### src/gmm_pkg.sv
// ----------------------------------------------------------------------------
// gmm_pkg
// Shared types, constants and the GF(2^13) multiplier for the modular
// polynomial multiplier.
// ----------------------------------------------------------------------------
package gmm_pkg;

   localparam int FIELD_BITS    = 13;
   localparam int DEGREE_T_DEF  = 128;

   typedef logic [FIELD_BITS-1:0] felem_type;

   typedef enum logic [2:0] {
      OP_HOLD,
      OP_CLEAR,
      OP_LOAD,
      OP_SQUARE,
      OP_MAC,
      OP_ALIGN,
      OP_REDUCE,
      OP_DRAIN
   } cell_op_type;

   typedef struct packed {
      cell_op_type op;
      felem_type   x;
      felem_type   a_data;
      felem_type   b_data;
      felem_type   g_data;
   } cell_ctrl_type;

   typedef struct packed {
      logic       valid;
      logic       final_grp;
      logic [3:0] keep;
   } rsp_ctrl_type;

   typedef enum logic [2:0] {
      ST_IDLE,
      ST_PREP,
      ST_MAC,
      ST_ALIGN,
      ST_REDUCE,
      ST_DRAIN
   } state_type;

   // z^13 = z^7 + z^6 + z^5 + 1, folded twice
   function automatic felem_type gf_mul(input felem_type x, input felem_type y);
      logic [24:0] p;
      logic [11:0] h1;
      logic [18:0] f1;
      logic [5:0]  h2;
      felem_type   res;
      p = '0;
      for (int k = 0; k < FIELD_BITS; k++) begin
         if (y[k]) begin
            p = p ^ ({12'd0, x} << k);
         end
      end
      h1  = p[24:13];
      f1  = {6'd0, p[12:0]} ^ {7'd0, h1} ^ {2'd0, h1, 5'd0} ^ {1'd0, h1, 6'd0} ^ {h1, 7'd0};
      h2  = f1[18:13];
      res = f1[12:0] ^ {7'd0, h2} ^ {2'd0, h2, 5'd0} ^ {1'd0, h2, 6'd0} ^ {h2, 7'd0};
      return res;
   endfunction

endpackage

### src/gmm_cell.sv
// ----------------------------------------------------------------------------
// gmm_cell
// One cell of the coefficient chain: holds one coefficient of a, b, g and
// the product, with one field multiplier.
// ----------------------------------------------------------------------------
module gmm_cell import gmm_pkg::*; #(
   parameter int INDEX    = 0,
   parameter int DEGREE_T = DEGREE_T_DEF,
   parameter int LI_W     = $clog2(DEGREE_T + 2)
) (
   input  logic          clock,
   input  logic          reset,
   input  cell_ctrl_type ctrl_i,
   input  logic [LI_W-1:0] load_sel_i,
   input  felem_type     prev_r_i,
   input  felem_type     prev_g_i,
   input  felem_type     prev_a_i,
   input  felem_type     up_r_i,
   output felem_type     r_o,
   output felem_type     g_o,
   output felem_type     a_o
);

   localparam bit LOADABLE = (INDEX <= DEGREE_T);

   felem_type r_ff, r_in;
   felem_type g_ff, g_in;
   felem_type a_ff, a_in;
   felem_type b_ff, b_in;
   felem_type mul_y;
   felem_type mul_p;
   logic      sel;

   assign sel   = LOADABLE && (load_sel_i == LI_W'(INDEX));
   assign mul_y = (ctrl_i.op == OP_MAC) ? b_ff : g_ff;
   assign mul_p = gf_mul(ctrl_i.x, mul_y);

   always_comb begin
      r_in = r_ff;
      g_in = g_ff;
      a_in = a_ff;
      b_in = b_ff;
      unique case (ctrl_i.op)
         OP_CLEAR: begin
            r_in = '0;
            g_in = '0;
            a_in = '0;
            b_in = '0;
         end
         OP_LOAD: begin
            if (sel) begin
               a_in = ctrl_i.a_data;
               b_in = ctrl_i.b_data;
               g_in = ctrl_i.g_data;
            end
         end
         OP_SQUARE: b_in = a_ff;
         OP_MAC: begin
            r_in = prev_r_i ^ mul_p;
            a_in = prev_a_i;
         end
         OP_ALIGN:  g_in = prev_g_i;
         OP_REDUCE: r_in = prev_r_i ^ mul_p;
         OP_DRAIN:  r_in = up_r_i;
         default: ;
      endcase
   end

   always_ff @(posedge clock) begin
      if (reset) begin
         r_ff <= '0;
         g_ff <= '0;
         a_ff <= '0;
         b_ff <= '0;
      end else begin
         r_ff <= r_in;
         g_ff <= g_in;
         a_ff <= a_in;
         b_ff <= b_in;
      end
   end

   assign r_o = r_ff;
   assign g_o = g_ff;
   assign a_o = a_ff;

endmodule

### config.mk
export PLATFORM = sky130hd
export DESIGN_NAME = gmm_cell
export DESIGN_NICKNAME = d
export VERILOG_FILES = /design/src/gmm_pkg.sv /design/src/gmm_cell.sv
export SDC_FILE = /design/constraint.sdc
export NUM_CORES = 1
export LEC_CHECK = 0
export BUFFER_PORTS_ARGS = -buffer_cell sky130_fd_sc_hd__buf_4
export CAP_MARGIN = 20
export CORE_MARGIN = 2
export CORE_UTILIZATION = 41
export CTS_BUF_LIST = sky130_fd_sc_hd__clkbuf_4 sky130_fd_sc_hd__clkbuf_8
export DETAILED_ROUTE_END_ITERATION = 8
export GPL_TIMING_DRIVEN = 0
export PLACE_DENSITY = 0.66
export SLEW_MARGIN = 20
export SYNTH_ARGS = -nofsm -noshare
export SYNTH_HDL_FRONTEND = slang
export SYNTH_SLANG_ARGS = --single-unit
### constraint.sdc
create_clock -name clock -period 10.93 [get_ports clock]
set_clock_uncertainty 0.05 [all_clocks]
set_input_delay 2.186 -clock clock [delete_from_list [all_inputs] [get_ports clock]]
set_output_delay 2.186 -clock clock [all_outputs]
set_load 0.02 [all_outputs]
=== After elaboration in Yosys (flattened, before gate mapping) ===
Index checks and enable logic that the tools add are counted.
W data, S select, Z words.

* Multiplexer cells: 21
* Reductions and logical operators: 9
* Bitwise logic cells: 21
* Equal/unequal tests: 8

{| class="wikitable"
|+ Operator list
! cell !! number
|-
| $mux W25 || 12
|-
| $pmux W13 S3 || 4
|-
| $mux W13 || 5
|-
| $xor A13 B12 Y13 || 2
|-
| $xor A13 B13 Y13 || 2
|-
| $xor A25 B15 Y25 || 1
|-
| $xor A25 B16 Y25 || 1
|-
| $xor A25 B17 Y25 || 1
|-
| $xor A25 B18 Y25 || 1
|-
| $xor A25 B19 Y25 || 1
|-
| $xor A25 B20 Y25 || 1
|-
| $xor A25 B21 Y25 || 1
|-
| $xor A25 B22 Y25 || 1
|-
| $xor A25 B23 Y25 || 1
|-
| $xor A25 B24 Y25 || 1
|-
| $xor A25 B25 Y25 || 1
|-
| $xor A18 B19 Y19 || 1
|-
| $xor A17 B18 Y18 || 1
|-
| $xor A13 B17 Y17 || 1
|-
| $xor A13 B14 Y14 || 1
|-
| $xor A13 B11 Y13 || 1
|-
| $xor A13 B6 Y13 || 1
|-
| $eq A3 B3 Y1 const B || 4
|-
| $reduce_bool A3 Y1 || 4
|-
| 6 further kinds || 9
|}

* Input bits: 117
* Output and inout bits: 39
* Register bits: 52
* Logic and storage cells: 63

=== Depth between registers and ports, before layout ===
* Depth after elaboration: 37
* Gate-level depth with buffers: 14

=== Worst setup path before layout ===
OpenSTA, ideal clock, no wires.

* Kind: in2reg
* From: in ctrl_i[54] (netlist name)
* To: reg r_ff[5], in the netlist r_o[5]
* Setup time: 0.128 ns
* Arrival time: 5.253 ns
* Path slack: 5.499 ns
* Stages: 12
* Buffers on the path: 2
* Cell sequence: buf_2 -> nor3b_4 -> buf_2 -> mux2i_1 -> xor2_1 -> xnor3_1 -> xnor3_1 -> xnor2_1 -> xnor2_2 -> xnor3_1 -> a222oi_1 -> nor2_1

* Word-level cells in the longest chain between the ends: 37
* Elaborated cells on any way between the ends: 42

{| class="wikitable"
|+ Ends and longest elaborated chain
! element !! RTL line !! source
|-
| from (decl) || gmm_cell.sv:13 || <nowiki>input cell_ctrl_type ctrl_i,</nowiki>
|-
| $eq A3 B3 Y1 || gmm_cell.sv:35, gmm_cell.sv:43 ||
|-
| $mux W13 || gmm_cell.sv:35 || <nowiki>assign mul_y = (ctrl_i.op == OP_MAC) ? b_ff : g_ff;</nowiki>
|-
| $mux W13 || gmm_pkg.sv:56 || <nowiki>if (y[k]) begin</nowiki>
|-
| $xor A13 B14 Y14 || gmm_pkg.sv:57 || <nowiki>p = p ^ ({12'd0, x} << k);</nowiki>
|-
| $mux W25 || gmm_pkg.sv:56 ||
|-
| $xor A25 B15 Y25 || gmm_pkg.sv:57 ||
|-
| $mux W25 || gmm_pkg.sv:56 ||
|-
| $xor A25 B16 Y25 || gmm_pkg.sv:57 ||
|-
| [21 not listed] || -- ||
|-
| $xor A17 B18 Y18 || gmm_pkg.sv:61 || <nowiki>f1 = {6'd0, p[12:0]} ^ {7'd0, h1} ^ {2'd0, h1, 5'd0} ^ {1'd0, h1, 6'd0} ^ {h1, 7'd0};</nowiki>
|-
| $xor A18 B19 Y19 || gmm_pkg.sv:61 ||
|-
| $xor A13 B6 Y13 || gmm_pkg.sv:63 || <nowiki>res = f1[12:0] ^ {7'd0, h2} ^ {2'd0, h2, 5'd0} ^ {1'd0, h2, 6'd0} ^ {h2, 7'd0};</nowiki>
|-
| $xor A13 B11 Y13 || gmm_pkg.sv:63 ||
|-
| $xor A13 B12 Y13 || gmm_pkg.sv:63 ||
|-
| $xor A13 B13 Y13 || gmm_pkg.sv:63 ||
|-
| $xor A13 B13 Y13 || gmm_cell.sv:59, gmm_cell.sv:63 ||
|-
| $pmux W13 S3 || gmm_cell.sv:43 || <nowiki>unique case (ctrl_i.op)</nowiki>
|-
| to (signal assigned) || gmm_cell.sv:76 || <nowiki>r_ff <= r_in;</nowiki>
|-
| to (decl) || gmm_cell.sv:26 || <nowiki>felem_type r_ff, r_in;</nowiki>
|}

Parallel ways exist; a longest one is shown, timed or not.
A chain may end at the register's enable or synchronous reset.

=== Worst setup path in the final report ===
* From: in ctrl_i[54] (netlist name)
* To: reg r_ff[7], in the netlist r_o[7]

The elaborated chain is that of the path after synthesis.

==> out/qor.yml <==
outcome: "completed"
required_ns: 11.08
hpwlAfterDp_um: 13650
finalSetupViolCount: 0
synth_seq_area_share: 0.1912
slew_viol_final: 0
cp_slowest_cell: "xnor2_1"
cts_setup_buffers: 0
path_buf_inv: 3
io_pins: 156
hold_ws_ns: 0.4524
grt_pass1_vias: 5236
worst_setup_path_start_kind: "primary input"
setup-tns-final_ns: 0
finalCritPeriodShare: 0.5247
start_util: 0.4160
remaining_drc_errors: 0
syn_inst: 714
power.leakage_nw: 2.599
irDropWorstVdd_mv: 0.05495
ys_ff_latch: 52
syn_area_per_cell_um2: 7.625
power_density_nw_per_um2: 93.55
drt-initial-drc-count: 497
place_inst: 1041
row_count: 42
fin_crit_ns: 5.735
grt_pass1_wl_um: 27540
synth_cell_types: 41
via_count: 5504
yosys.area.top_type: "dfxtp_1"
timing.fmax_mhz: 174.4
yosys.area.top_type_share: 0.1912
cts_buffers: 5
drive_gt1_frac: 0.2211
synthTopCellsByArea: "dfxtp_1 19%, xnor2_1 17%, nand2_1 12%"
grt_max_degree: 17
drtPass1Iterations: 5
crit_type: "primary input to register"
wl_per_cell_um: 16.49
synth_area_um2: 5444
async_reset_ff_frac: 0
crit_family: "XOR/XNOR gates"
slowest_delay_ns: 0.42
grt_usage: 0.2436
path_clk_slew_ns: 0.10
antenna_found_initial: 0
via_per_inst: 5.247
overflow: 0
cp_data_arrival_time_ns: 5.89
pre_cts_ws_ns: 4.898
crit_path_end_kind: "register"
ant_nets: 0
postCtsHoldBufs: 0
drt_wl_total_um: 17290
worstMarginPinSlew_ns: 0.6817
finalHoldViolCount: 0
cts_resized: 0
crit_top_cell: "xnor3_1"
cap_violations: 0
final_cells: 1049
syn_nets: 831
synth_common_cells: "176 x nand2_1, 108 x xnor2_1, 74 x nor2_1"
synth_most_common_cell: "nand2_1"
clock_path_buffers: 2
power.total_w: 0.0006441
antenna_cells: 0
cp_max_fo: 10
die_h_um: 119.2
die_x_um: 119.2
cts_tree: "yes"
nets: 989
min-delay-path-class: "register to register"
relSlewSlack: 0.5425
rsz0062_at_grt: "no"
gp_congestion: 0.8687
dieArea_um2: 14220
clock-sinks: 52
worstSkewPairLatency_ns: 0.33
io_buffers: 151
synthFlopType: "dfxtp_1"
crit_path_cell_trace: "buf_4 -> buf_2 -> nor3b_4 -> buf_2 -> mux2i_1 -> xor2_1 -> xnor3_1 -> xnor3_1 -> xnor2_1 -> xnor2_2 -> xnor3_1 -> a222oi_1 -> nor2_1"
syn_to_final_growth_pct: 26.48
setup_slack_ns: 5.195
core_um2: 13090
clock-root-buffer: "clkbuf_8"
cts_max_level: 2
synth_edf_count: 0
yosysWarnings: 0
cell usage in the layout, fill, tap and decap left out, types with 8 or more instances in the layout:
cell	netlist	routed
nand2_1	176	176
buf_4	0	151
xnor2_1	108	108
nor2_1	74	74
xor2_1	54	54
dfxtp_1	52	52
clkbuf_1	47	47
a22oi_1	40	40
a211oi_1	27	27
a21oi_1	21	21
mux2_2	19	19
mux2i_1	16	16
xnor3_1	16	16
a222oi_1	8	8
per-layer routing:
metal,track usage,part of all wire
met1,0.3400,0.46
met2,0.4012,0.46
met3,0.03113,0.063
met4,0.05506,0.013
met5,0,0
power breakdown:
group | switching (W) | internal, W | leakage, nW
logic | 0.000155 | 0.000157 | 2.13
clock network | 0.0000700 | 0.0000449 | 0.0479
registers | 0.0000129 | 0.000205 | 0.426
kinds of logic after synthesis:
kind of cell,Yosys count,synth area share
and+or+nand+nor,265,0.1947
muxes,37,0.07424
AOI/OAI and AO/OA,116,0.1533
xor gates and xnor gates,182,0.3402
DFF,52,0.1912
buffers and inverters,62,0.04643
area by class of cell:
cell class | instances | area (um2)
clock buffers | 5 | 68.82
inverters | 4 | 15.01
well taps | 176 | 220.2
repair buffers | 151 | 1134
fillers | 1314 | 6200
clock inverters | 3 | 18.77
multi-input cells | 600 | 4150
plain buffers | 58 | 237.7
flip-flops and latches | 52 | 1041
worst paths after layout:
check	from	endpoint	depth (start not counted)	slack (ns)
max	ctrl_i[54]	r_o[7]	13	5.19
min	b_ff[1]	b_ff[1]	2	0.45
max reg2reg	g_o[12]	r_o[7]	11	7.24
min reg2reg	b_ff[1]	b_ff[1]	2	0.45
worst register-to-register path, stage by stage, from the launching register on:
cell       delay, ns
dfxtp_1         0.34
clkbuf_1        0.42
nand2_1         0.11
a2bb2oi_1       0.16
xnor2_1         0.13
xnor3_1         0.52
xnor3_1         0.45
xnor2_1         0.40
xnor2_2         0.23
xnor3_1         0.39
a222oi_1        0.31
nor2_1          0.06
metrics by stage:
| stage | utilization | instance area, um2 |
|---|---|---|
| after floorplan | - | 5444 |
| after global placement | 0.5195 | 6798 |
| after detailed placement | 0.5195 | 6798 |
| after CTS | 0.5262 | 6885 |
| after global routing | 0.5262 | 6885 |
| final | 0.5262 | 6885 |
registers in the layout, summed over array words and instances (netlist names):
register  cells
a_o          13
b_ff         13
g_o          13
r_o          13
Note: power is estimated with default switching activity, not from simulation.
