===== src/gmm_pkg.sv =====
// ----------------------------------------------------------------------------
// gmm_pkg
// Shared types, constants and the GF(2^13) multiplier for the modular
// polynomial multiplier.
// ----------------------------------------------------------------------------
package gmm_pkg;

   localparam int FIELD_BITS    = 13;
   localparam int DEGREE_T_DEF  = 128;

   typedef logic [FIELD_BITS-1:0] felem_type;

   typedef enum logic [2:0] {
      OP_HOLD,
      OP_CLEAR,
      OP_LOAD,
      OP_SQUARE,
      OP_MAC,
      OP_ALIGN,
      OP_REDUCE,
      OP_DRAIN
   } cell_op_type;

   typedef struct packed {
      cell_op_type op;
      felem_type   x;
      felem_type   a_data;
      felem_type   b_data;
      felem_type   g_data;
   } cell_ctrl_type;

   typedef struct packed {
      logic       valid;
      logic       final_grp;
      logic [3:0] keep;
   } rsp_ctrl_type;

   typedef enum logic [2:0] {
      ST_IDLE,
      ST_PREP,
      ST_MAC,
      ST_ALIGN,
      ST_REDUCE,
      ST_DRAIN
   } state_type;

   // z^13 = z^7 + z^6 + z^5 + 1, folded twice
   function automatic felem_type gf_mul(input felem_type x, input felem_type y);
      logic [24:0] p;
      logic [11:0] h1;
      logic [18:0] f1;
      logic [5:0]  h2;
      felem_type   res;
      p = '0;
      for (int k = 0; k < FIELD_BITS; k++) begin
         if (y[k]) begin
            p = p ^ ({12'd0, x} << k);
         end
      end
      h1  = p[24:13];
      f1  = {6'd0, p[12:0]} ^ {7'd0, h1} ^ {2'd0, h1, 5'd0} ^ {1'd0, h1, 6'd0} ^ {h1, 7'd0};
      h2  = f1[18:13];
      res = f1[12:0] ^ {7'd0, h2} ^ {2'd0, h2, 5'd0} ^ {1'd0, h2, 6'd0} ^ {h2, 7'd0};
      return res;
   endfunction

endpackage


===== src/gmm_ctrl.sv =====
// ----------------------------------------------------------------------------
// gmm_ctrl
// Sequencer for the cell chain: load, optional squaring, multiply, align modulus, reduce, drain.
// ----------------------------------------------------------------------------
module gmm_ctrl import gmm_pkg::*; #(
   parameter int DEGREE_T = DEGREE_T_DEF,
   parameter int LI_W     = $clog2(DEGREE_T + 2),
   parameter int CNT_W    = $clog2(2 * DEGREE_T + 2),
   parameter int NG       = (DEGREE_T + 4) / 4,
   parameter int GRP_W    = $clog2(NG + 1)
) (
   input  logic            clock,
   input  logic            reset,
   input  logic            start,
   input  logic            last_i,
   input  felem_type       a_data_i,
   input  felem_type       b_data_i,
   input  felem_type       g_data_i,
   input  logic            csr_we,
   input  logic            csr_wdata,
   input  felem_type       r_top_i,
   input  felem_type       g_top_i,
   input  felem_type       a_top_i,
   output logic            busy,
   output cell_ctrl_type   cell_ctrl_o,
   output logic [LI_W-1:0] load_sel_o,
   output rsp_ctrl_type    rsp_o
);

   localparam int P      = 2 * DEGREE_T;
   localparam int LAST_M = DEGREE_T - 4 * (NG - 1);

   state_type        state_ff, state_in;
   logic [LI_W-1:0]  load_idx_ff, load_idx_in;
   logic [CNT_W-1:0] cnt_ff, cnt_in;
   logic [CNT_W-1:0] upd_ff, upd_in;
   logic [GRP_W-1:0] grp_ff, grp_in;
   logic             sq_ff, sq_in;
   logic             is_final;

   assign is_final = (grp_ff == GRP_W'(NG - 1));
   assign sq_in    = csr_we ? csr_wdata : sq_ff;

   always_comb begin
      state_in = state_ff;
      unique case (state_ff)
         ST_IDLE:   if (start && last_i) state_in = ST_PREP;
         ST_PREP:   state_in = ST_MAC;
         ST_MAC:    if (cnt_ff == CNT_W'(DEGREE_T)) state_in = ST_ALIGN;
         ST_ALIGN: begin
            if (g_top_i != '0) state_in = ST_REDUCE;
            else if (cnt_ff == CNT_W'(P)) state_in = ST_DRAIN;  // zero modulus
         end
         ST_REDUCE: if (cnt_ff == CNT_W'(P)) state_in = ST_DRAIN;
         ST_DRAIN:  if (is_final) state_in = ST_IDLE;
         default:   state_in = ST_IDLE;
      endcase
   end

   always_comb begin
      busy               = (state_ff != ST_IDLE);
      cell_ctrl_o.op     = OP_HOLD;
      cell_ctrl_o.x      = '0;
      cell_ctrl_o.a_data = a_data_i;
      cell_ctrl_o.b_data = b_data_i;
      cell_ctrl_o.g_data = g_data_i;
      load_sel_o         = load_idx_ff;
      rsp_o              = '0;
      load_idx_in        = load_idx_ff;
      cnt_in             = cnt_ff;
      upd_in             = upd_ff;
      grp_in             = grp_ff;
      unique case (state_ff)
         ST_IDLE: begin
            if (start && (load_idx_ff <= LI_W'(DEGREE_T))) begin
               cell_ctrl_o.op = OP_LOAD;
               load_idx_in    = load_idx_ff + 1'b1;
            end
            cnt_in = '0;
         end
         ST_PREP: cell_ctrl_o.op = sq_ff ? OP_SQUARE : OP_HOLD;
         ST_MAC: begin
            cell_ctrl_o.op = OP_MAC;
            cell_ctrl_o.x  = a_top_i;
            cnt_in = (cnt_ff == CNT_W'(DEGREE_T)) ? '0 : cnt_ff + 1'b1;
         end
         ST_ALIGN: begin
            // rotate g until its leading coefficient lands in cell 0
            cell_ctrl_o.op = OP_ALIGN;
            cnt_in = cnt_ff + 1'b1;
            if (g_top_i != '0) begin
               upd_in = cnt_ff + 1'b1;
               cnt_in = '0;
            end
         end
         ST_REDUCE: begin
            // full turn of the ring; only the first upd_ff steps subtract
            cell_ctrl_o.op = OP_REDUCE;
            cell_ctrl_o.x  = (cnt_ff < upd_ff) ? r_top_i : '0;
            cnt_in = (cnt_ff == CNT_W'(P)) ? '0 : cnt_ff + 1'b1;
         end
         ST_DRAIN: begin
            rsp_o.valid     = 1'b1;
            rsp_o.final_grp = is_final;
            for (int m = 0; m < 4; m++) begin
               rsp_o.keep[m] = !(is_final && (m > LAST_M));
            end
            cell_ctrl_o.op = is_final ? OP_CLEAR : OP_DRAIN;
            grp_in         = is_final ? '0 : grp_ff + 1'b1;
            if (is_final) load_idx_in = '0;
         end
         default: ;
      endcase
   end

   always_ff @(posedge clock) begin
      if (reset) begin
         state_ff    <= ST_IDLE;
         load_idx_ff <= '0;
         cnt_ff      <= '0;
         upd_ff      <= '0;
         grp_ff      <= '0;
         sq_ff       <= 1'b0;
      end else begin
         state_ff    <= state_in;
         load_idx_ff <= load_idx_in;
         cnt_ff      <= cnt_in;
         upd_ff      <= upd_in;
         grp_ff      <= grp_in;
         sq_ff       <= sq_in;
      end
   end

   a_final_idle: assert property (@(posedge clock) disable iff (reset)
      (rsp_o.valid && rsp_o.final_grp) |=> (state_ff == ST_IDLE))
      else $error("final group not followed by idle");

   a_last_busy: assert property (@(posedge clock) disable iff (reset)
      (start && !busy && last_i) |=> busy)
      else $error("last request did not start computation");

   a_load_bound: assert property (@(posedge clock) disable iff (reset)
      load_idx_ff <= LI_W'(DEGREE_T + 1))
      else $error("load index overran");

   a_idle_group: assert property (@(posedge clock) disable iff (reset)
      (state_ff == ST_IDLE) |-> (grp_ff == '0))
      else $error("group counter not cleared");

endmodule


===== config.mk =====
export PLATFORM = sky130hd
export DESIGN_NAME = gmm_ctrl
export DESIGN_NICKNAME = d
export VERILOG_FILES = /design/src/gmm_pkg.sv /design/src/gmm_ctrl.sv
export SDC_FILE = /design/constraint.sdc
export NUM_CORES = 1
export LEC_CHECK = 0
export BUFFER_PORTS_ARGS = -buffer_cell sky130_fd_sc_hd__buf_4
export CELL_PAD_IN_SITES_DETAIL_PLACEMENT = 0
export CELL_PAD_IN_SITES_GLOBAL_PLACEMENT = 1
export CORE_ASPECT_RATIO = 0.5
export CORE_MARGIN = 4
export CORE_UTILIZATION = 29
export CTS_CLUSTER_DIAMETER = 60
export DETAILED_ROUTE_END_ITERATION = 10
export GPL_ROUTABILITY_DRIVEN = 0
export GPL_TIMING_DRIVEN = 0
export PLACE_DENSITY = 0.9
export SLEW_MARGIN = 20
export SYNTH_ARGS = -nofsm -noshare
export SYNTH_HDL_FRONTEND = slang
export SYNTH_SLANG_ARGS = --single-unit
export TNS_END_PERCENT = 1

===== constraint.sdc =====
create_clock -name clock -period 2.2 [get_ports clock]
set_input_delay 0 -clock clock [delete_from_list [all_inputs] [get_ports clock]]
set_output_delay 0 -clock clock [all_outputs]
set_load 0.05 [all_outputs]

**After elaboration in Yosys (flattened, before gate mapping)**

Cells that the tools add are included.

- Flip-flop bits (word level): 36
- Input port bits: 84
- Output and inout port bits: 70
- Logic and storage cells: 55

- Add/sub/neg operators: 3
- Magnitude comparators: 2
- Equality and inequality tests: 12
- Mux-type cells: 21
- Reductions and logical operators: 11

Operator list:

| kind | number |
|---|---|
| case mux 3 bit (6 select lines) | 2 |
| case mux 9 bit (4 select lines) | 1 |
| 2-to-1 mux 9 bit | 3 |
| case mux 13 bit (2 select lines) | 1 |
| 2-to-1 mux 3 bit | 6 |
| 2-to-1 mux 8 bit | 2 |
| case mux 8 bit (2 select lines) | 1 |
| 2-to-1 mux 13 bit | 1 |
| nonzero test 13 bit | 1 |
| 2-to-1 mux 6 bit | 2 |
| adder 9 x 1 -> 9 bit (second input constant) | 1 |
| == test 9 x 8 -> 1 bit (second input constant) | 1 |
| == test 9 bit (second input constant) | 1 |
| < comparator 9 bit | 1 |
| adder 8 x 1 -> 8 bit (second input constant) | 1 |
| <= comparator 8 bit (second input constant) | 1 |
| inequality test 2 bit (second input constant) | 4 |
| adder 6 x 1 -> 6 bit (second input constant) | 1 |
| == test 3 x 2 -> 1 bit (second input constant) | 2 |
| == test 3 bit (second input constant) | 2 |
| == test 6 bit (second input constant) | 1 |
| AND reduction 3 bit | 2 |
| 2-to-1 mux 2 bit | 2 |
| nonzero test 4 bit | 1 |
| other kinds (7) | 8 |

**Depth between registers and ports, before layout**

Gate-level depths: netlist of run 1.

- Word-level depth: 4
- Gate-level depth with buffers: 8
- Depth with buffers taken out: 7

**Least setup slack after synthesis of run 1**

Ideal clock, no wire load.

- Path type: register to output
- From: register load_idx_ff[0], in the netlist load_sel_o[0]
- To: output cell_ctrl_o[53] (netlist name)
- Arrival: 2.163 ns
- Data required time: 2.200 ns
- Slack: 0.037 ns
- Cell stages (with the launch flop): 7
- Path through: dfxtp_1 -> inv_1 -> ha_1 -> or4b_4 -> o31ai_4 -> nand3_1 -> o21ai_0

RTL lines:

| item | RTL line | source |
|---|---|---|
| from (decl) | gmm_ctrl.sv:34 | `logic [LI_W-1:0] load_idx_ff, load_idx_in;` |
| from (signal assigned) | gmm_ctrl.sv:126 | `load_idx_ff <= load_idx_in;` |
| to (decl) | gmm_ctrl.sv:25 | `output cell_ctrl_type cell_ctrl_o,` |

==> results of run 1 <==
-- layout make-up --
cell class / count / area share (%)
buffer: 53 / 10.5
clock buffer: 7 / 4.19
inverter: 19 / 1.96
multi-input combinational: 194 / 35.2
sequential: 36 / 19.8
tap: 112 / 3.85
timing repair buffer: 118 / 24.5
-- final timing paths --
path	start	endpoint	slack, ns	cells past startpoint
max	load_sel_o[0]	cell_ctrl_o[53]	0.04	7
min	reset	state_ff[0]	0.05	3
max reg2reg	cnt_ff[0]	cnt_ff[5]	0.29	8
min reg2reg	grp_ff[1]	grp_ff[1]	0.49	2
-- worst max-delay path, cell delays in order, from the launching register on --
cell	delay (ns)
dfxtp_1	0.37
inv_1	0.13
ha_1	0.15
or4b_4	0.47
o31ai_4	0.27
nand3_2	0.13
o21ai_0	0.12
buf_4	0.24
-- sequential cells by signal (all words and copies together), names as in the netlist --
name / cells
state_ff: 3
grp_ff: 6
cnt_ff: 9
load_sel_o: 8
sq_ff: 1
upd_ff: 9
-- stage by stage --
step / hold slack [ns] / util, % / area (sq um)
finish: 0.0480 / 44.9 / 3640
global route: 0.0632 / 44.9 / 3640
CTS: 0.0494 / 44.7 / 3620
detailed placement: 0.242 / 42.5 / 3450
global placement: 0.236 / 42.5 / 3450
floorplan: 0.147 / - / 2450
-- repair_timing --
action                                  CTS  global route
hold endpoints to repair                  1             0
resized for setup                         1             2
endpoints found under the setup margin    1            11
hold buffers                              2             0
buffers inserted                          0             2
pin swaps                                 0             1
-- cell usage in the layout (no fill, tap or decap), types with 2 or more instances in the layout --
cell type and instances:
nor4_1 3, clkbuf_16 5, nor2_1 34, nor3_1 3, o21ai_0 2, dfxtp_1 35
nand4_1 9, xnor2_1 4, xor2_1 12, o211ai_1 2, nand3_1 9, or2_1 2
a21oi_1 12, nor2b_1 2, ha_1 14, dlygate4sd3_1 2, nor2_2 2, clkbuf_8 2
nand2b_1 3, a211oi_1 9, mux2i_1 3, and3_1 2, clkbuf_1 2, inv_1 19
buf_4 162, nand3b_1 2, a22o_1 13, o21ai_1 9, nand2_1 23, buf_2 3
and2_1 3
-- power groups by stage --
stage                     logic (mW)  registers, mW  clock network (mW)
final                           1.07          0.737               0.720
after floorplan                0.739          0.763                   0
after global routing            1.15          0.743               0.760
after global placement          1.07          0.749                   0
after CTS                       1.08          0.737               0.739
after detailed placement        1.07          0.750                   0
-- kinds of logic (layout without fill, tap and decap cells) --
logic type	count (synthesis)	in the layout	synth area share (%)
multiplexers	3	3	1.22
XOR/XNOR	16	16	5.71
adder cells (fa/ha/maj)	14	14	7.14
AND/OR/NAND/NOR	106	106	22.0
flip-flops	36	36	29.4
buffers and inverters	72	197	18.5
AO/OA/AOI/OAI	55	55	16.0
-- routing by layer --
layer | vias to the layer above | routed length [um] | part of all wire (%)
met1 | 1056 | 2960 | 45
met2 | 75 | 3230 | 49
met5 | - | 0 | 0
met3 | 2 | 388 | 5.9
met4 | 0 | 30 | 0.45
li1 | 1246 | - | -
==> qor.yml, run 1 <==
grt_max_degree: 11
detail_route.iter0.violations: 104
die_y_um: 73.0
io_pins: 154
power.leakage_nw: 1.67
netlist_top_cells_area: "dfxtp_1, buf_4, ha_1, nor2_1, a22o_1"
crit_path_end_kind: "output pin"
net-switching-power_uw: 966
grt_busiest_layer: "met2"
coreArea_sq_um: 8120
timing.critical_path.from_type: "flop"
tns_ns: 0
first_pass_iters: 4
period_share_pct: 98.1
synth_enable_flop_cells: 0
syn-num-nets: 400
chipWidth_um: 138
power_density_nw_per_um2: 694
vias: 2379
tritoncts_clock_tree: "yes"
max_slew_margin_pct: 60.2
multi_input_area_sq_um: 1280
overflow: 0
cts-buffers-inserted: 5
hold_path.class: "in -> reg"
status: "complete, no violations"
placementRows: 23
drt-vias-per-instance: 4.41
post_placement_worst_setup_slack_ns: 0.273
power.internal_mw: 1.56
synthDominantCellAreaShare_pct: 29.4
cp_max_fo: 6
seq_power_share_pct: 29.1
hold_violations: 0
worst_ep_required_time_ns: 2.20
floorplan.die_area_sq_um: 10100
detail-route-antenna-nets: 0
register_area_sq_um: 722
cts-root-to-sink-buffers: 2
final-instance-count-excl-fill: 539
power.switching_fraction_pct: 38.2
ys_seq_elements: 36
htreeDepth: 2
post-layout-total-power_mw: 2.53
share_comb_of_total_power_pct: 42.4
synth_sequential_area_ratio_pct: 29.4
antenna_found_initial: 0
syn_inst: 302
fmaxAchievable_mhz: 463
grt_util_met1_pct: 14.9
yosysMostFrequentCell: "buf_4"
antennaDiodeCount: 0
rsz0062_at_grt: "true"
synth_top_cell_by_area: "dfxtp_1"
layout_setup_ws_ns: 0.0420
grt_use_met2_pct: 21.8
finalNetCount: 525
synth_commonest_cells: "buf_4, dfxtp_1, nor2_1"
p_clk_share_pct: 28.5
grt_first_pass_wirelength_um: 10300
grt.met3_usage_pct: 2.36
route.detailed.drc: 0
globalRouteTotalUtil_pct: 12.0
final.setup_skew_ns: 0.00658
grt_pass1_vias: 2210
routedWlPerCell_um: 12.3
clock_transition_time_at_the_flip_flop_clock_pins_of_the_worst_setup_and_hold_paths_ns: 0.05
maxCapViolations: 0
cts-root-buf: "clkbuf_16"
num-fill-cells: 827
synth.cell_area_sq_um: 2450
synth_cell_types: 46
buffer_ports.inserted: 114
post_synth.cell_area_avg_sq_um: 8.12
hpwlAfterDp_um: 5370
critical_path_arrival_ns: 2.16
tritoncts_num_sinks: 36
worstSetupPathType: "reg -> out"
layout-area-overhead-vs-synth_pct: 48.5
worst_skew_pair.late_latency_ns: 0.27
worst-slew-pin-transition_ns: 0.592
start_util_pct: 30.2
layout-drive-gt1-share_pct: 43.1
synth_flop_cell: "dfxtp_1"
timing.final.max_slew_violations: 0
peakVddDrop_uv: 331
finalCriticalPeriod_ns: 2.16
yosys_warnings: 0
placed_cells_incl_taps: 528
routed_wirelength_um: 6610
asyncSetResetFlopFracSynth_pct: 0
setup_viol: 0
No activity file was read; power rests on OpenSTA's default activity.
==> run 2: changes to the inputs <==
CORE_ASPECT_RATIO = 0.8   (was 0.5)
==> run 2 against run 1 <==
Clock-buffer cell count down 1. Largest power group unchanged. Sequential share of layout area up 0.42 points. Die area down 0.79%.
==> qor.yml, run 2 (synthesized netlist as in run 1, its figures left out) <==
status: "complete, no violations"
placed_cells_incl_taps: 524  # -0.76%
buffer_ports.inserted: 114  # unchanged
period_share_pct: 95.0  # -3.1 points
vias: 2433  # +2.3%
placementRows: 29  # +26%
clock_transition_time_at_the_flip_flop_clock_pins_of_the_worst_setup_and_hold_paths_ns: 0.07  # +0.02 ns
num-fill-cells: 800  # -3.3%
p_clk_share_pct: 19.5  # -9.0 points
globalRouteTotalUtil_pct: 12.5  # +0.50 points
peakVddDrop_uv: 244  # -26%
seq_power_share_pct: 32.6  # +3.5 points
cp_max_fo: 6  # unchanged
critical_path_arrival_ns: 2.09  # -0.07 ns
io_pins: 154  # unchanged
worst_skew_pair.late_latency_ns: 0.29  # +0.02 ns
detail_route.iter0.violations: 64  # -38%
most-common-layout-cells: "buf_4, nor2_1, dfxtp_1"
layout_commonest_cell: "buf_4"
worst-slew-pin-transition_ns: 0.508  # -0.0833 ns
routed_wirelength_um: 6480  # -2.0%
routedWlPerCell_um: 12.1  # -1.3%
grt_pass1_vias: 2326  # +5.2%
grt_max_degree: 11  # unchanged
first_pass_iters: 4  # unchanged
max_slew_margin_pct: 66.0  # +5.8 points
power_density_nw_per_um2: 632  # -9.0%
hold_path.class: "in -> reg"
floorplan.die_area_sq_um: 10000  # -0.79%
final-instance-count-excl-fill: 535  # -0.74%
detail-route-antenna-nets: 0  # unchanged
power.internal_mw: 1.31  # -16%
htreeDepth: 2  # unchanged
route.detailed.drc: 0  # unchanged
maxCapViolations: 0  # unchanged
setup_viol: 0  # unchanged
chipWidth_um: 111  # -20%
multi_input_area_sq_um: 1300  # +1.2%
timing.critical_path.from_type: "flop"
worst_ep_required_time_ns: 2.20  # about the same
cts-root-to-sink-buffers: 2  # unchanged
hold_violations: 0  # unchanged
antennaDiodeCount: 0  # unchanged
drt-vias-per-instance: 4.55  # +3.0%
share_comb_of_total_power_pct: 47.9  # +5.5 points
coreArea_sq_um: 8090  # -0.29%
overflow: 0  # unchanged
start_util_pct: 30.3  # +0.089 points
tritoncts_clock_tree: "yes"
tns_ns: 0  # unchanged
grt_first_pass_wirelength_um: 10700  # +3.9%
post-layout-total-power_mw: 2.26  # -10%
finalNetCount: 525  # unchanged
layout-drive-gt1-share_pct: 44.0  # +0.94 points
power.leakage_nw: 1.64  # -1.9%
timing.final.max_slew_violations: 0  # unchanged
finalCriticalPeriod_ns: 2.09  # -0.0681 ns
rsz0062_at_grt: "false"
register_area_sq_um: 726  # +0.52%
fmaxAchievable_mhz: 479  # +3.3%
power.switching_fraction_pct: 42.1  # +3.9 points
layout-area-overhead-vs-synth_pct: 46.1
cts-buffers-inserted: 5  # unchanged
cts-root-buf: "clkbuf_8"
net-switching-power_uw: 954  # -1.3%
final.setup_skew_ns: 0.00821  # +0.00163 ns
die_y_um: 90.3  # +24%
tritoncts_num_sinks: 36  # unchanged
crit_path_end_kind: "output pin"
hpwlAfterDp_um: 5330  # -0.67%
antenna_found_initial: 0  # unchanged
worstSetupPathType: "reg -> out"
final_core_utilization_pct: 44.3  # -0.58 points
run 2: cell count changes in the layout (fill, tap and decap cells not counted), sizes merged:
cell / change
clkinv: +1
clkbuf: -1
run 2: path summary, 6_finish.rpt:
kind	to	start	depth (start not counted)	slack (ns)
max	cell_ctrl_o[53]	load_sel_o[0]	7	0.11
min	state_ff[0]	reset	3	0.03
max reg2reg	load_sel_o[2]	load_sel_o[0]	8	0.22
min reg2reg	cnt_ff[1]	cnt_ff[1]	2	0.50
run 2: critical path: stages (launching register included):
cell and delay (ns):
dfxtp_2 0.36, inv_1 0.11, ha_1 0.15, or4b_4 0.47, o31ai_4 0.31, nand3_2 0.13, o21ai_2 0.09, buf_6 0.17
run 2: power by group through the flow:
stage,registers [mW],clock network [mW],logic (mW)
2_1_floorplan,0.763,0,0.739
3_3_place_gp,0.748,0,1.06
3_5_place_dp,0.750,0,1.07
4_1_cts,0.736,0.459,1.08
5_1_grt,0.744,0.492,1.16
6_report,0.738,0.441,1.09
run 2: cell type report:
type	instances	area share (%)
clock inverter	1	0.140
timing repair buffer	118	24.9
inverter	19	1.99
buffer	53	10.7
sequential	36	20.2
clock buffer	6	2.02
multi-input combinational	194	36.2
tap	108	3.77
run 2: routing by layer:
metal / vias to the layer above / share of wire, % / track usage (%)
met5: - / 0 / 0
met2: 102 / 44 / 20.4
met4: 0 / 1.4 / 4.31
met1: 1075 / 44 / 15.4
met3: 8 / 9.8 / 4.09
li1: 1248 / - / -
run 2: stage by stage:
step                      area, sq um  hold WS (ns)  worst slack (ns)
after global placement           3440         0.246             0.288
after global routing             3590        0.0111            0.0127
after floorplan                  2450         0.147            0.0371
after CTS                        3550        0.0165            0.0144
final                            3590        0.0349             0.110
after detailed placement         3440         0.255             0.269
run 2: timing repair:
action                                 in CTS  in global routing
setup buffers                               1                  1
setup endpoints to repair                  10                 17
pin swaps                                   1                  2
hold buffers                                2                  0
endpoints found under the hold margin       1                  0
cloned                                      0                  0
gates resized for setup                     0                 11
==> run 3: changes to the inputs <==
RECOVER_POWER = 50   (was not set)
==> run 3 against run 2 <==
Die area did not move. Combinational power is 5% lower. Design area is 5.1% lower. Clock-buffer cell count unchanged. Flip-flop and latch count unchanged. Final cell count unchanged. Non-clock buffer count unchanged.
==> qor.yml, run 3 (synthesized netlist as in run 1, its figures left out) <==
grt_pass1_vias: 2326  # unchanged
fmaxAchievable_mhz: 479  # about the same
timing.critical_path.from: "load_sel_o[0]"
worst_r2r_startpoint: "state_ff[0]"
tritoncts_clock_tree: "yes"
detail-route-antenna-nets: 0  # unchanged
overflow: 0  # unchanged
die_y_um: 90.3  # unchanged
min_delay_path_depth: 3  # unchanged
cp_max_fo: 6  # unchanged
antenna_found_initial: 0  # unchanged
cts-root-buf: "clkbuf_8"
grt_first_pass_wirelength_um: 10700  # unchanged
cts-root-to-sink-buffers: 2  # unchanged
crit_path_end_kind: "output pin"
floorplan.die_area_sq_um: 10000  # unchanged
layout-area-overhead-vs-synth_pct: 38.7
timing.reg2reg.worst_path_depth: 7  # -1
coreArea_sq_um: 8090  # unchanged
worst_skew_pair.late_latency_ns: 0.29  # about the same
power_density_nw_per_um2: 653  # +3.3%
rsz0062_at_grt: "false"
timing.critical_path.from_type: "flop"
route.detailed.drc: 0  # unchanged
post_placement_worst_setup_slack_ns: 0.269  # unchanged
cts-buffers-inserted: 5  # unchanged
worstSetupPathType: "reg -> out"
status: "complete, no violations"
timing.final.max_slew_violations: 0  # unchanged
detail_route.iter0.violations: 76  # +19%
finalCriticalPeriod_ns: 2.09  # -0.000933 ns
period_share_pct: 95.0  # about the same
max_slew_margin_pct: 59.1  # -6.9 points
routedWlPerCell_um: 12.1  # +0.39%
critical_path_arrival_ns: 2.09  # about the same
grt_max_degree: 11  # unchanged
peakVddDrop_uv: 244  # +0.13%
hpwlAfterDp_um: 5330  # unchanged
tritoncts_num_sinks: 36  # unchanged
clock_transition_time_at_the_flip_flop_clock_pins_of_the_worst_setup_and_hold_paths_ns: 0.07  # about the same
hold_violations: 0  # unchanged
setup_viol: 0  # unchanged
start_util_pct: 30.3  # unchanged
power.leakage_nw: 1.45  # -11%
hold_path.class: "in -> reg"
layout-drive-gt1-share_pct: 32.3  # -12 points
vias: 2423  # -0.41%
routed_wirelength_um: 6500  # +0.39%
finalNetCount: 525  # unchanged
placementRows: 29  # unchanged
first_pass_iters: 4  # unchanged
chipWidth_um: 111  # unchanged
drt-vias-per-instance: 4.53  # -0.41%
layout_commonest_cell: "buf_4"
maxCapViolations: 0  # unchanged
most-common-layout-cells: "buf_4, clkbuf_1, nor2_1"
htreeDepth: 2  # unchanged
buffer_ports.inserted: 114  # unchanged
hold_path_startpoint: "reset"
tns_ns: 0  # unchanged
worst_ep_required_time_ns: 2.20  # about the same
worst-slew-pin-transition_ns: 0.617  # +0.109 ns
final.setup_skew_ns: 0.00829  # +0.0000792 ns
layout_setup_ws_ns: 0.111  # +0.000933 ns
globalRouteTotalUtil_pct: 12.5  # unchanged
io_pins: 154  # unchanged
antennaDiodeCount: 0  # unchanged
run 3: layout make-up:
cell class                 count  area [sq um]
clock inverter                 1          5.00
tap                          108           135
multi-input combinational    194          1300
fill                         861          4690
clock buffer                   6          72.6
buffer                        53           380
inverter                      19          71.3
sequential                    36           726
timing repair buffer         118           714
run 3: path summary, 6_finish.rpt:
| kind | end | slack, ns |
|---|---|---|
| worst min register to register | upd_ff[6] | 0.50 |
| worst max-delay path | cell_ctrl_o[53] | 0.11 |
| worst max register to register | upd_ff[7] | 0.19 |
| worst min-delay path | state_ff[0] | 0.03 |
run 3: where the power goes:
| group | switching, mW | internal, mW |
|---|---|---|
| clock network | 0.225 | 0.215 |
| logic | 0.684 | 0.358 |
| registers | 0.0445 | 0.694 |
| total | 0.954 | 1.27 |
run 3: critical path, cell delays in order (launching register included):
cell and delay, ns:
dfxtp_2 0.36, inv_1 0.11, ha_1 0.15, or4b_4 0.47, o31ai_4 0.31, nand3_2 0.13, o21ai_2 0.09, buf_6 0.17
run 3: what timing repair did:
item | 4_1_cts | 5_1_grt
setup buffers | 1 | 1
endpoints found under the setup margin | 10 | 17
hold buffers | 2 | 0
pin swaps | 1 | 2
gates resized for setup | 0 | 11
hold endpoints to repair | 1 | 0
run 3: per-stage QoR:
step	util (%)	power (mW)	instances	hold WS [ns]	cell area [sq um]
3_3_place_gp	42.6	1.81	524	0.246	3440
3_5_place_dp	42.6	1.82	524	0.255	3440
2_1_floorplan	-	1.50	302	0.147	2450
6_report	42.1	2.22	535	0.0325	3400
5_1_grt	42.1	2.36	535	0.0111	3400
4_1_cts	43.9	2.27	534	0.0165	3550
run 3: metal layers:
| layer | global-route usage (%) | up-vias | routed length (um) | share of wire, % |
|---|---|---|---|---|
| met1 | 15.4 | 1073 | 2980 | 46 |
| met3 | 4.09 | 8 | 572 | 8.8 |
| met4 | 4.31 | 0 | 91 | 1.4 |
| li1 | - | 1248 | - | - |
| met5 | 0 | - | 0 | 0 |
| met2 | 20.4 | 94 | 2850 | 44 |
